==> src/hw/rtl/brfps_pkg.sv <==
// Shared types and constants for the byte ring FIFO with peek and skip.
package brfps_pkg;

  localparam int PTR_W = 10;  // pointers run modulo 2*capacity, capacity <= 511
  localparam int CAP_W = 9;

  localparam logic [2:0] KIND_WRITE = 3'd0;
  localparam logic [2:0] KIND_READ  = 3'd1;
  localparam logic [2:0] KIND_SKIP  = 3'd2;
  localparam logic [2:0] KIND_PEEK  = 3'd3;
  localparam logic [2:0] KIND_CLEAR = 3'd4;
  localparam logic [2:0] KIND_RESET = 3'd5;

  typedef struct packed {
    logic [2:0] kind;
    logic [7:0] write_data;
    logic [8:0] skip_count;
    logic [7:0] peek_offset;
  } in_t;

  typedef struct packed {
    logic [7:0] read_data;
    logic       ok;
    logic [8:0] skipped;
    logic [8:0] fill_level;
    logic [8:0] free_space;
  } out_t;

  typedef struct packed {
    logic exec;  // perform the accepted operation this cycle
  } cmd_t;

endpackage

==> src/hw/rtl/byte_ring_fifo_peek_skip.sv <==
// Byte ring FIFO with read, write, skip, peek, clear and pointer reset.
// Latency: the result beat is valid in the cycle after the input beat is accepted.
// Throughput: no new beat is taken before the last result is taken; one operation is in
// flight at a time, since the controller takes no beat while a result is held.
// Reset (rst, synchronous): pointers cleared, capacity = min(256, DEPTH);
// the byte store is not cleared.
module byte_ring_fifo_peek_skip #(
  parameter int DEPTH = 256
) (
  input  logic             clk,
  input  logic             rst,
  input  logic             cfg_wr_en,
  input  logic [8:0]       cfg_wr_data,
  input  logic             in_valid,
  output logic             in_stall,
  input  brfps_pkg::in_t   in_data,
  output logic             out_valid,
  input  logic             out_stall,
  output brfps_pkg::out_t  out_data
);
  import brfps_pkg::*;

  cmd_t cmd;

  brfps_ctrl u_ctrl (
    .clk       (clk),
    .rst       (rst),
    .in_valid  (in_valid),
    .in_stall  (in_stall),
    .out_valid (out_valid),
    .out_stall (out_stall),
    .cmd       (cmd)
  );

  brfps_dp #(
    .DEPTH (DEPTH)
  ) u_dp (
    .clk         (clk),
    .rst         (rst),
    .cfg_wr_en   (cfg_wr_en),
    .cfg_wr_data (cfg_wr_data),
    .cmd         (cmd),
    .in_data     (in_data),
    .out_data    (out_data)
  );

endmodule

==> src/hw/rtl/brfps_ctrl.sv <==
// Controller: accepts one beat, then holds the result until it is taken.
module brfps_ctrl (
  input  logic               clk,
  input  logic               rst,
  input  logic               in_valid,
  output logic               in_stall,
  output logic               out_valid,
  input  logic               out_stall,
  output brfps_pkg::cmd_t    cmd
);
  import brfps_pkg::*;

  typedef enum logic [1:0] {
    ST_IDLE = 2'b01,
    ST_RESP = 2'b10
  } state_t;

  state_t state, state_next;

  always_comb begin
    state_next = state;
    case (state)
      ST_IDLE: begin
        if (in_valid) state_next = ST_RESP;
      end
      ST_RESP: begin
        if (!out_stall) state_next = ST_IDLE;
      end
      default: state_next = ST_IDLE;
    endcase
  end

  always_ff @(posedge clk) begin
    if (rst) begin
      state <= ST_IDLE;
    end else begin
      state <= state_next;
    end
  end

  assign in_stall  = (state != ST_IDLE);
  assign out_valid = (state == ST_RESP);
  assign cmd.exec  = (state == ST_IDLE) && in_valid;

endmodule

==> src/hw/rtl/brfps_dp.sv <==
// Datapath: pointers, slot indices, capacity register, byte store and result.
module brfps_dp #(
  parameter int DEPTH = 256
) (
  input  logic              clk,
  input  logic              rst,
  input  logic              cfg_wr_en,
  input  logic [8:0]        cfg_wr_data,
  input  brfps_pkg::cmd_t   cmd,
  input  brfps_pkg::in_t    in_data,
  output brfps_pkg::out_t   out_data
);
  import brfps_pkg::*;

  localparam int AW = $clog2(DEPTH);
  localparam logic [CAP_W-1:0] CAP_TOP = (DEPTH > 511) ? 9'd511 : CAP_W'(DEPTH);
  localparam logic [CAP_W-1:0] CAP_RST = (DEPTH < 256) ? CAP_W'(DEPTH) : 9'd256;

  logic [CAP_W-1:0] cap;
  logic [PTR_W-1:0] wp, rp, wp_next, rp_next;
  logic [CAP_W-1:0] wslot, rslot, wslot_next, rslot_next;
  logic             ok, ok_next;
  logic             rd_sel, rd_sel_next;
  logic [8:0]       skipped, skipped_next;

  logic [7:0]       mem [DEPTH];
  logic [7:0]       mem_q;
  logic             mem_we, mem_re;
  logic [AW-1:0]    waddr, raddr;

  logic [PTR_W-1:0] span;
  logic [PTR_W-1:0] lvl;
  logic [CAP_W-1:0] cfg_cap;
  logic [8:0]       skip_n;
  logic [PTR_W:0]   ptr_sum;
  logic [CAP_W:0]   slot_sum, peek_sum;
  logic [CAP_W-1:0] peek_slot;

  function automatic logic [PTR_W-1:0] level_of(input logic [PTR_W-1:0] w,
                                                input logic [PTR_W-1:0] r,
                                                input logic [PTR_W-1:0] s);
    if (w >= r) return w - r;
    else        return s - r + w;
  endfunction

  assign span = {cap, 1'b0};
  assign lvl  = level_of(wp, rp, span);

  always_comb begin
    cfg_cap = cfg_wr_data;
    if (cfg_cap == '0) cfg_cap = 9'd1;
    if (cfg_cap > CAP_TOP) cfg_cap = CAP_TOP;
  end

  // skip amount clamped to level; sums stay below twice the modulus
  always_comb begin
    skip_n    = ({1'b0, in_data.skip_count} > lvl) ? lvl[8:0] : in_data.skip_count;
    ptr_sum   = {1'b0, rp} + {2'b00, skip_n};
    slot_sum  = {1'b0, rslot} + {1'b0, skip_n};
    peek_sum  = {1'b0, rslot} + {2'b00, in_data.peek_offset};
    peek_slot = (peek_sum >= {1'b0, cap}) ? CAP_W'(peek_sum - {1'b0, cap})
                                          : peek_sum[CAP_W-1:0];
  end

  always_comb begin
    wp_next      = wp;
    rp_next      = rp;
    wslot_next   = wslot;
    rslot_next   = rslot;
    ok_next      = ok;
    rd_sel_next  = rd_sel;
    skipped_next = skipped;
    mem_we       = 1'b0;
    mem_re       = 1'b0;
    waddr        = AW'(wslot);
    raddr        = AW'(rslot);
    if (cmd.exec) begin
      ok_next      = 1'b0;
      rd_sel_next  = 1'b0;
      skipped_next = '0;
      case (in_data.kind)
        KIND_WRITE: begin
          if (lvl < {1'b0, cap}) begin
            mem_we     = 1'b1;
            wp_next    = (wp + 1'b1 == span) ? '0 : wp + 1'b1;
            wslot_next = (wslot + 1'b1 == cap) ? '0 : wslot + 1'b1;
            ok_next    = 1'b1;
          end
        end
        KIND_READ: begin
          if (lvl != '0) begin
            mem_re      = 1'b1;
            rp_next     = (rp + 1'b1 == span) ? '0 : rp + 1'b1;
            rslot_next  = (rslot + 1'b1 == cap) ? '0 : rslot + 1'b1;
            ok_next     = 1'b1;
            rd_sel_next = 1'b1;
          end
        end
        KIND_SKIP: begin
          skipped_next = skip_n;
          rp_next    = (ptr_sum >= {1'b0, span}) ? PTR_W'(ptr_sum - {1'b0, span})
                                                 : ptr_sum[PTR_W-1:0];
          rslot_next = (slot_sum >= {1'b0, cap}) ? CAP_W'(slot_sum - {1'b0, cap})
                                                 : slot_sum[CAP_W-1:0];
        end
        KIND_PEEK: begin
          if ({2'b00, in_data.peek_offset} < lvl) begin
            mem_re      = 1'b1;
            raddr       = AW'(peek_slot);
            ok_next     = 1'b1;
            rd_sel_next = 1'b1;
          end
        end
        KIND_CLEAR: begin
          rp_next    = wp;
          rslot_next = wslot;
        end
        KIND_RESET: begin
          wp_next    = '0;
          rp_next    = '0;
          wslot_next = '0;
          rslot_next = '0;
        end
        default: ;
      endcase
    end
  end

  always_ff @(posedge clk) begin
    if (rst) begin
      cap     <= CAP_RST;
      wp      <= '0;
      rp      <= '0;
      wslot   <= '0;
      rslot   <= '0;
      ok      <= 1'b0;
      rd_sel  <= 1'b0;
      skipped <= '0;
    end else if (cfg_wr_en) begin
      cap     <= cfg_cap;
      wp      <= '0;
      rp      <= '0;
      wslot   <= '0;
      rslot   <= '0;
    end else begin
      wp      <= wp_next;
      rp      <= rp_next;
      wslot   <= wslot_next;
      rslot   <= rslot_next;
      ok      <= ok_next;
      rd_sel  <= rd_sel_next;
      skipped <= skipped_next;
    end
  end

  always_ff @(posedge clk) begin
    if (mem_we) mem[waddr] <= in_data.write_data;
    if (mem_re) mem_q <= mem[raddr];
  end

  // result fields follow the updated pointers, held while the beat waits
  assign out_data.read_data  = rd_sel ? mem_q : 8'd0;
  assign out_data.ok         = ok;
  assign out_data.skipped    = skipped;
  assign out_data.fill_level = lvl[8:0];
  assign out_data.free_space = cap - lvl[8:0];

endmodule

==> config.mk <==
export PLATFORM = sky130hd
export DESIGN_NAME = byte_ring_fifo_peek_skip
export DESIGN_NICKNAME = d
export VERILOG_FILES = /design/src/hw/rtl/brfps_pkg.sv /design/src/hw/rtl/byte_ring_fifo_peek_skip.sv /design/src/hw/rtl/brfps_ctrl.sv /design/src/hw/rtl/brfps_dp.sv
export SDC_FILE = /design/constraint.sdc
export NUM_CORES = 2
export LEC_CHECK = 0
export BUFFER_PORTS_ARGS = -buffer_cell sky130_fd_sc_hd__buf_2
export CAP_MARGIN = 20
export CORE_MARGIN = 2
export CORE_UTILIZATION = 55
export CTS_BUF_LIST = sky130_fd_sc_hd__clkbuf_16
export DETAILED_ROUTE_END_ITERATION = 10
export GPL_TIMING_DRIVEN = 0
export HOLD_SLACK_MARGIN = 0.12
export MAX_ROUTING_LAYER = met4
export PLACE_DENSITY_LB_ADDON = 0.2
export SLEW_MARGIN = 20
export SYNTH_ARGS = -nofsm -noshare
export SYNTH_HDL_FRONTEND = slang
export SYNTH_SLANG_ARGS = --single-unit
==> constraint.sdc <==
create_clock -name clk -period 10.4 [get_ports clk]
set_input_delay 0.52 -clock clk [delete_from_list [all_inputs] [get_ports clk]]
set_output_delay 0.52 -clock clk [all_outputs]
set_load 0.05 [all_outputs]
# Word level (Yosys, flattened, before mapping)

Memory sizes are Yosys's and may differ from the RTL's. A register that Yosys moved wholly into a read port is not among the register bits.
Index checks and enable logic that the tools add are counted.
Widths: inputs -> output; s select.

Flip-flop bits (word level): 60
Bits in latches: 0
RAM bits: 2048
Memory bits (read-only): 0
Input port bits: 42
Output and inout bits: 38
Logic and storage cells: 97
Memories: 1

Memories:

| name     | words | bits a word | rd ports | clocked after memory_dff | wr ports | line           | text |
|---|---|---|---|---|---|---|---|
| u_dp.mem | 256   | 8           | 1        | 1                        | 1        | brfps_dp.sv:26 | `logic [7:0] mem [DEPTH];` |

$add $sub $neg: 14
Multipliers: 0
Div/mod/pow operators: 0
Magnitude comparators: 8
Equality and inequality tests: 16
Shifts and indexed selects: 0
Muxes and demuxes: 37
Bitwise gates (word level): 1
Reductions and logical operators: 11

Operator list:

| operator              | number |
|---|---|
| $mux 9                | 9 |
| $mux 10               | 6 |
| $mux 8                | 5 |
| $pmux 10 s4           | 1 |
| $pmux 9 s4            | 1 |
| $sub 10x10->10        | 3 |
| $add 10x1->10 const B | 2 |
| $eq 10x10->1          | 2 |
| $ge 10x9->1           | 2 |
| $pmux 10 s2           | 1 |
| $add 9x1->9 const B   | 2 |
| $eq 9x9->1            | 2 |
| $pmux 9 s2            | 1 |
| $sub 9x9->9           | 2 |
| $add 10x9->11         | 1 |
| $ge 11x10->1          | 1 |
| $add 10x10->10        | 1 |
| $add 9x8->10          | 1 |
| $add 9x9->10          | 1 |
| $ge 10x10->1          | 1 |
| $gt 9x10->1           | 1 |
| $lt 10x9->1           | 1 |
| $lt 8x10->1           | 1 |
| $reduce_bool 10->1    | 1 |
| other kinds (23)      | 38 |

# Depth between registers and ports, before layout

Depth after elaboration: 9
Gate-level depth with buffers: 42
Depth with buffers taken out: 39

# Hierarchy

Synthesis repeated with hierarchy kept, for this count alone.

Cell total of the unflattened synthesis: 6922
Area total of the unflattened synthesis: 90957.2 µm²

Modules (own cells, without submodules):

| module     | times used | cells an instance | area an instance (µm²) | seq. area each (µm²) |
|---|---|---|---|---|
| brfps_dp   | 1          | 6913              | 90872.2                | 62900.3 |
| brfps_ctrl | 1          | 9                 | 85.1                   | 40.0 |

# Worst setup path before layout

No wires, ideal clock.

Kind: reg2reg
From: register u_dp.rp[1]
To: register u_dp.rp[5]
Library setup time: 0.137 ns
Arrival time: 8.334 ns
Required time: 10.263 ns
Path slack: 1.928 ns
Cell stages (with the launch flop): 39
Buffers on the path: 3
Clock period less this slack: 8.472 ns
Path through: dfxtp_1 -> inv_1 -> fa_1 -> a211oi_2 -> o21ai_2 -> o41ai_4 -> buf_4 -> mux2_2 -> inv_1 -> ha_1 -> nor2b_1 -> o21ai_0 -> nand2b_1 -> maj3_1 -> a21o_1 -> a21o_1 -> a21o_1 -> a211oi_1 -> [3 not listed] -> ha_1 -> a21o_1 -> a21oi_1 -> xnor2_1 -> ha_1 -> nor2b_1 -> o21ai_0 -> nand2b_1 -> a21o_1 -> a21o_1 -> a21o_1 -> a21o_1 -> o21ai_0 -> nand2b_1 -> clkbuf_1 -> mux2_2 -> a222oi_1 -> a211oi_1

RTL lines:

| what                     | line            | text |
|---|---|---|
| start: declaration       | brfps_dp.sv:20  | `logic [PTR_W-1:0] wp, rp, wp_next, rp_next;` |
| start signal: assignment | brfps_dp.sv:147 | `rp <= rp_next;` |

# Worst setup path after layout

From: register u_dp.cap[0]
To: register u_dp.mem_q[4], read port of u_dp.mem (data pin)

Cells in the longest elaborated chain, start to end: 7
Elaborated cells on any way between the ends: 15
Those cells by class: 3 x add/sub; 2 x order compare; 9 x mux; 1 x reduce/logical

Ends and longest elaborated chain:

| what                                                     | line                            | text |
|---|---|---|
| start: declaration                                       | brfps_dp.sv:19                  | `logic [CAP_W-1:0] cap;` |
| start signal: assignment                                 | brfps_dp.sv:140                 | `cap <= cfg_cap;` |
| $sub 10x10->10                                           | brfps_dp.sv:43                  | `else return s - r + w;` |
| $add 10x10->10                                           | brfps_dp.sv:43                  |  |
| $mux 10                                                  | brfps_dp.sv:42                  | `if (w >= r) return w - r;` |
| $lt 8x10->1 / $reduce_bool 10->1 (equally long branches) | brfps_dp.sv:107, brfps_dp.sv:91 |  |
| $mux 1 (tied with other cells)                           | brfps_dp.sv:107                 | `if ({2'b00, in_data.peek_offset} < lvl) begin` |
| $pmux 1 s2 / $mux 8 (equally long branches)              | brfps_dp.sv:81                  | `case (in_data.kind)` |
| $mux 1 / $mux 8 (equally long branches)                  | brfps_dp.sv:77                  | `if (cmd.exec) begin` |
| end: declaration                                         | brfps_dp.sv:27                  | `logic [7:0] mem_q;` |

Parallel ways exist; a longest one is shown, timed or not.
A chain may end at the register's enable or synchronous reset.

==> qor.yml <==
outcome: "complete, but fails checks"
violations: "capacitance limit, slew limit, setup timing"
core_area_sq_mm: 0.1648
synth_warnings: 0
port_buffers: 78
synth_commonest_cells: "edfxtp_1 (2056), nand2_1 (1347), a21oi_1 (536)"
setup_ws_ns: -0.2746
hold_viol: 0
required_ns: 10.95
relSlewSlack_pct: -2.882
grt_pass1_vias: 61300
start_util_pct: 55.28
ys_types: 100
p_leak_uw: 0.03613
tritoncts: "built"
hpwl_microns: 299400
hp-class: "in -> reg"
clkPwrFrac_pct: 38.2
p_comb_share_pct: 14.7
finalCritPeriodShare_pct: 102.6
final_nets: 7587
worstPathMaxFanout: 10
clkTransAtPathRegs_ns: 0.06
wl_per_cell_microns: 42.08
post-route-drc-count: 0
syn_to_final_growth_pct: 12.88
critPathLaunchType: "flop"
vdd_drop_max_mv: 0.1969
cts_sinks: 2116
drv_slew: 2
syn_area_sq_mm: 0.09110
io_pins: 80
dieHeight_microns: 411.0
num_rows: 149
drive_gt1_share_pct: 11.80
seq_area_frac_synth_pct: 69.09
synth-seq-cells: 2116
placed_area_sq_mm: 0.09544
vias_per_cell: 7.029
grt_max_degree: 127
dieArea_sq_mm: 0.1689
grt_setup_unrepaired: "false"
grt_pass1_wl_microns: 539600
dr_total_vias: 69346
p_switching_uw: 5631
grt_overflow: 0
postRouteAntennaNets: 0
synth.most_common_cell: "edfxtp_1"
syn_area_per_cell_sq_um: 12.92
worstSetupPathType: "reg -> reg"
grtUsageTotal_pct: 49.88
fin_worst_skew_ns: 0.06215
gp_congestion: 1.111
layout_min_cycle_time_ns: 10.67
cts_root_buffer: "clkbuf_16"
cap_violations: 1
htree_levels: 4
max_freq_mhz: 93.68
cp.arrival_ns: 11.22
antenna_found_initial: 58
routed_wl_microns: 415100
powerDensity_mw_per_mm2: 193.4
fin_setup_tns_ns: -1.032
power_frac_seq_pct: 47.1
synth_edf_count: 2056
yosys_most_used_dff: "edfxtp_1"
postSynth.asyncResetShare_pct: 0
clk_latency_ns: 0.92
switching_share_pct: 28.32
cts_made_buffers: 212
finalSetupViolations: 6
syn_inst: 7053
drt-pass1-iter-count: 8
synthTopCellsByArea: "edfxtp_1 (68%), nand2_1 (5.5%), mux2i_1 (3.4%)"
die_x_microns: 411.0
p_int_uw: 14250
drt_iter0_markers: 14679
clock_path_buffers: 3
critPathCaptureType: "flop"
synth_largest_area_cell: "edfxtp_1"
syn_nets: 7221
worst_pin_slew_ns: 1.504
fin_area_sq_mm: 0.1028
netlist.area_leader.share_pct: 67.77
through the flow:
step           power [uW]  util (%)  setup WS [ns]  hold WS, ns  cells
2_1_floorplan       10960         -          1.928       0.4761   7053
3_3_place_gp        12220     57.18         -1.970       0.4899   9320
3_5_place_dp        12270     57.91        -0.9300       0.4982   9365
4_1_cts             19590     62.19        0.07617       0.1292   9784
5_1_grt             20100     62.36       0.001556       0.1730   9843
6_report            19880     62.40        -0.2746       0.1517   9866
worst max-delay path: stages (launching register included):
cell	delay [ns]
dfxtp_1	0.74
clkbuf_2	0.43
inv_1	0.18
fa_1	0.51
inv_1	0.04
ha_1	0.23
fa_1	0.50
a211oi_1	0.35
o21bai_1	0.13
a21oi_1	0.18
xnor2_1	0.20
nand2_1	0.12
o31ai_2	0.23
inv_1	0.28
ha_1	0.35
o21ai_0	0.07
nand2b_1	0.11
o2111ai_1	0.26
o21a_2	0.37
o31ai_4	0.41
mux2i_2	0.81
clkbuf_2	0.70
buf_2	0.64
o221ai_1	0.67
a21oi_1	0.54
nor2_1	0.12
nor4_2	0.83
a211oi_1	0.32
state kept, by name, indices dropped and copies added, names as in the netlist:
register      cells
u_dp.mem       2048
u_dp.rd_sel       1
u_ctrl.state      2
u_dp.mem_q        8
u_dp.skipped      9
u_dp.wslot        9
u_dp.cap          9
u_dp.rp          10
u_dp.wp          10
u_dp.ok           1
u_dp.rslot        9
layout by cell type (no fill, tap or decap), types with 70 or more instances in the layout:
master | Yosys | final
a31oi_1 | 73 | 73
buf_4 | 54 | 70
diode_2 | 0 | 75
nor3_1 | 89 | 75
nand4_1 | 83 | 83
inv_1 | 124 | 172
xnor2_1 | 81 | 81
a21oi_1 | 536 | 535
clkbuf_16 | 0 | 213
buf_2 | 201 | 278
o21ai_0 | 190 | 164
mux2i_1 | 308 | 302
nand3_1 | 349 | 349
nand2_1 | 1347 | 1343
ha_1 | 109 | 109
edfxtp_1 | 2056 | 2056
clkbuf_1 | 139 | 111
nor2_1 | 376 | 351
cell type report:
cell class | instances | area, sq um
well taps | 2189 | 2739
clock inverters | 184 | 1399
repair buffers | 155 | 1500
inverters | 127 | 480.5
plain buffers | 432 | 2217
clock buffers | 213 | 5330
fillers | 12733 | 61970
multi-input cells | 4375 | 26040
flip-flops and latches | 2116 | 62940
diodes | 75 | 187.7
final timing paths:
| path | slack (ns) | to | cells past startpoint | start |
|---|---|---|---|---|
| max reg2reg | -0.27 | u_dp.mem_q[4] | 27 | u_dp.cap[0] |
| min | 0.15 | u_dp.mem[223][2] | 1 | in_data[19] |
| max | -0.27 | u_dp.mem_q[4] | 27 | u_dp.cap[0] |
| min reg2reg | 0.51 | u_dp.skipped[7] | 2 | u_dp.skipped[7] |
cell families (layout without fill, tap and decap cells):
group	Yosys count	after routing	synth area share (%)
AO/OA/AOI/OAI	1378	1378	9.832
multiplexers	350	350	3.929
XOR/XNOR	120	120	1.154
buffers and inverters	562	1111	2.921
other	0	75	0
flip-flops	2116	2116	69.09
adder cells (fa/ha/maj)	127	127	1.882
AND/OR/NAND/NOR	2400	2400	11.20
routing by layer:
layer	vias up	share of wire, %	global-route usage, %
met1	34265	35	62.27
met3	1268	19	27.18
li1	27288	-	-
met2	6525	39	63.56
met4	0	6.9	28.03
met5	-	0	-
timing repair:
action                                 in CTS  in global routing
pin swaps                                   1                  0
endpoints found under the hold margin     351                  0
setup endpoints to repair                   8                 23
buffers inserted                            0                  2
gates resized for setup                    34                 10
hold buffers                               24                  0
power groups by stage:
| stage | Sequential, uW | Combinational (uW) | Clock, uW |
|---|---|---|---|
| 6_report | 9370 | 2930 | 7590 |
| 5_1_grt | 9360 | 2940 | 7800 |
| 4_1_cts | 9370 | 2740 | 7480 |
| 3_5_place_dp | 9550 | 2720 | 0 |
| 3_3_place_gp | 9590 | 2630 | 0 |
| 2_1_floorplan | 9540 | 1420 | 0 |
Note: power is estimated with default switching activity, not from simulation.
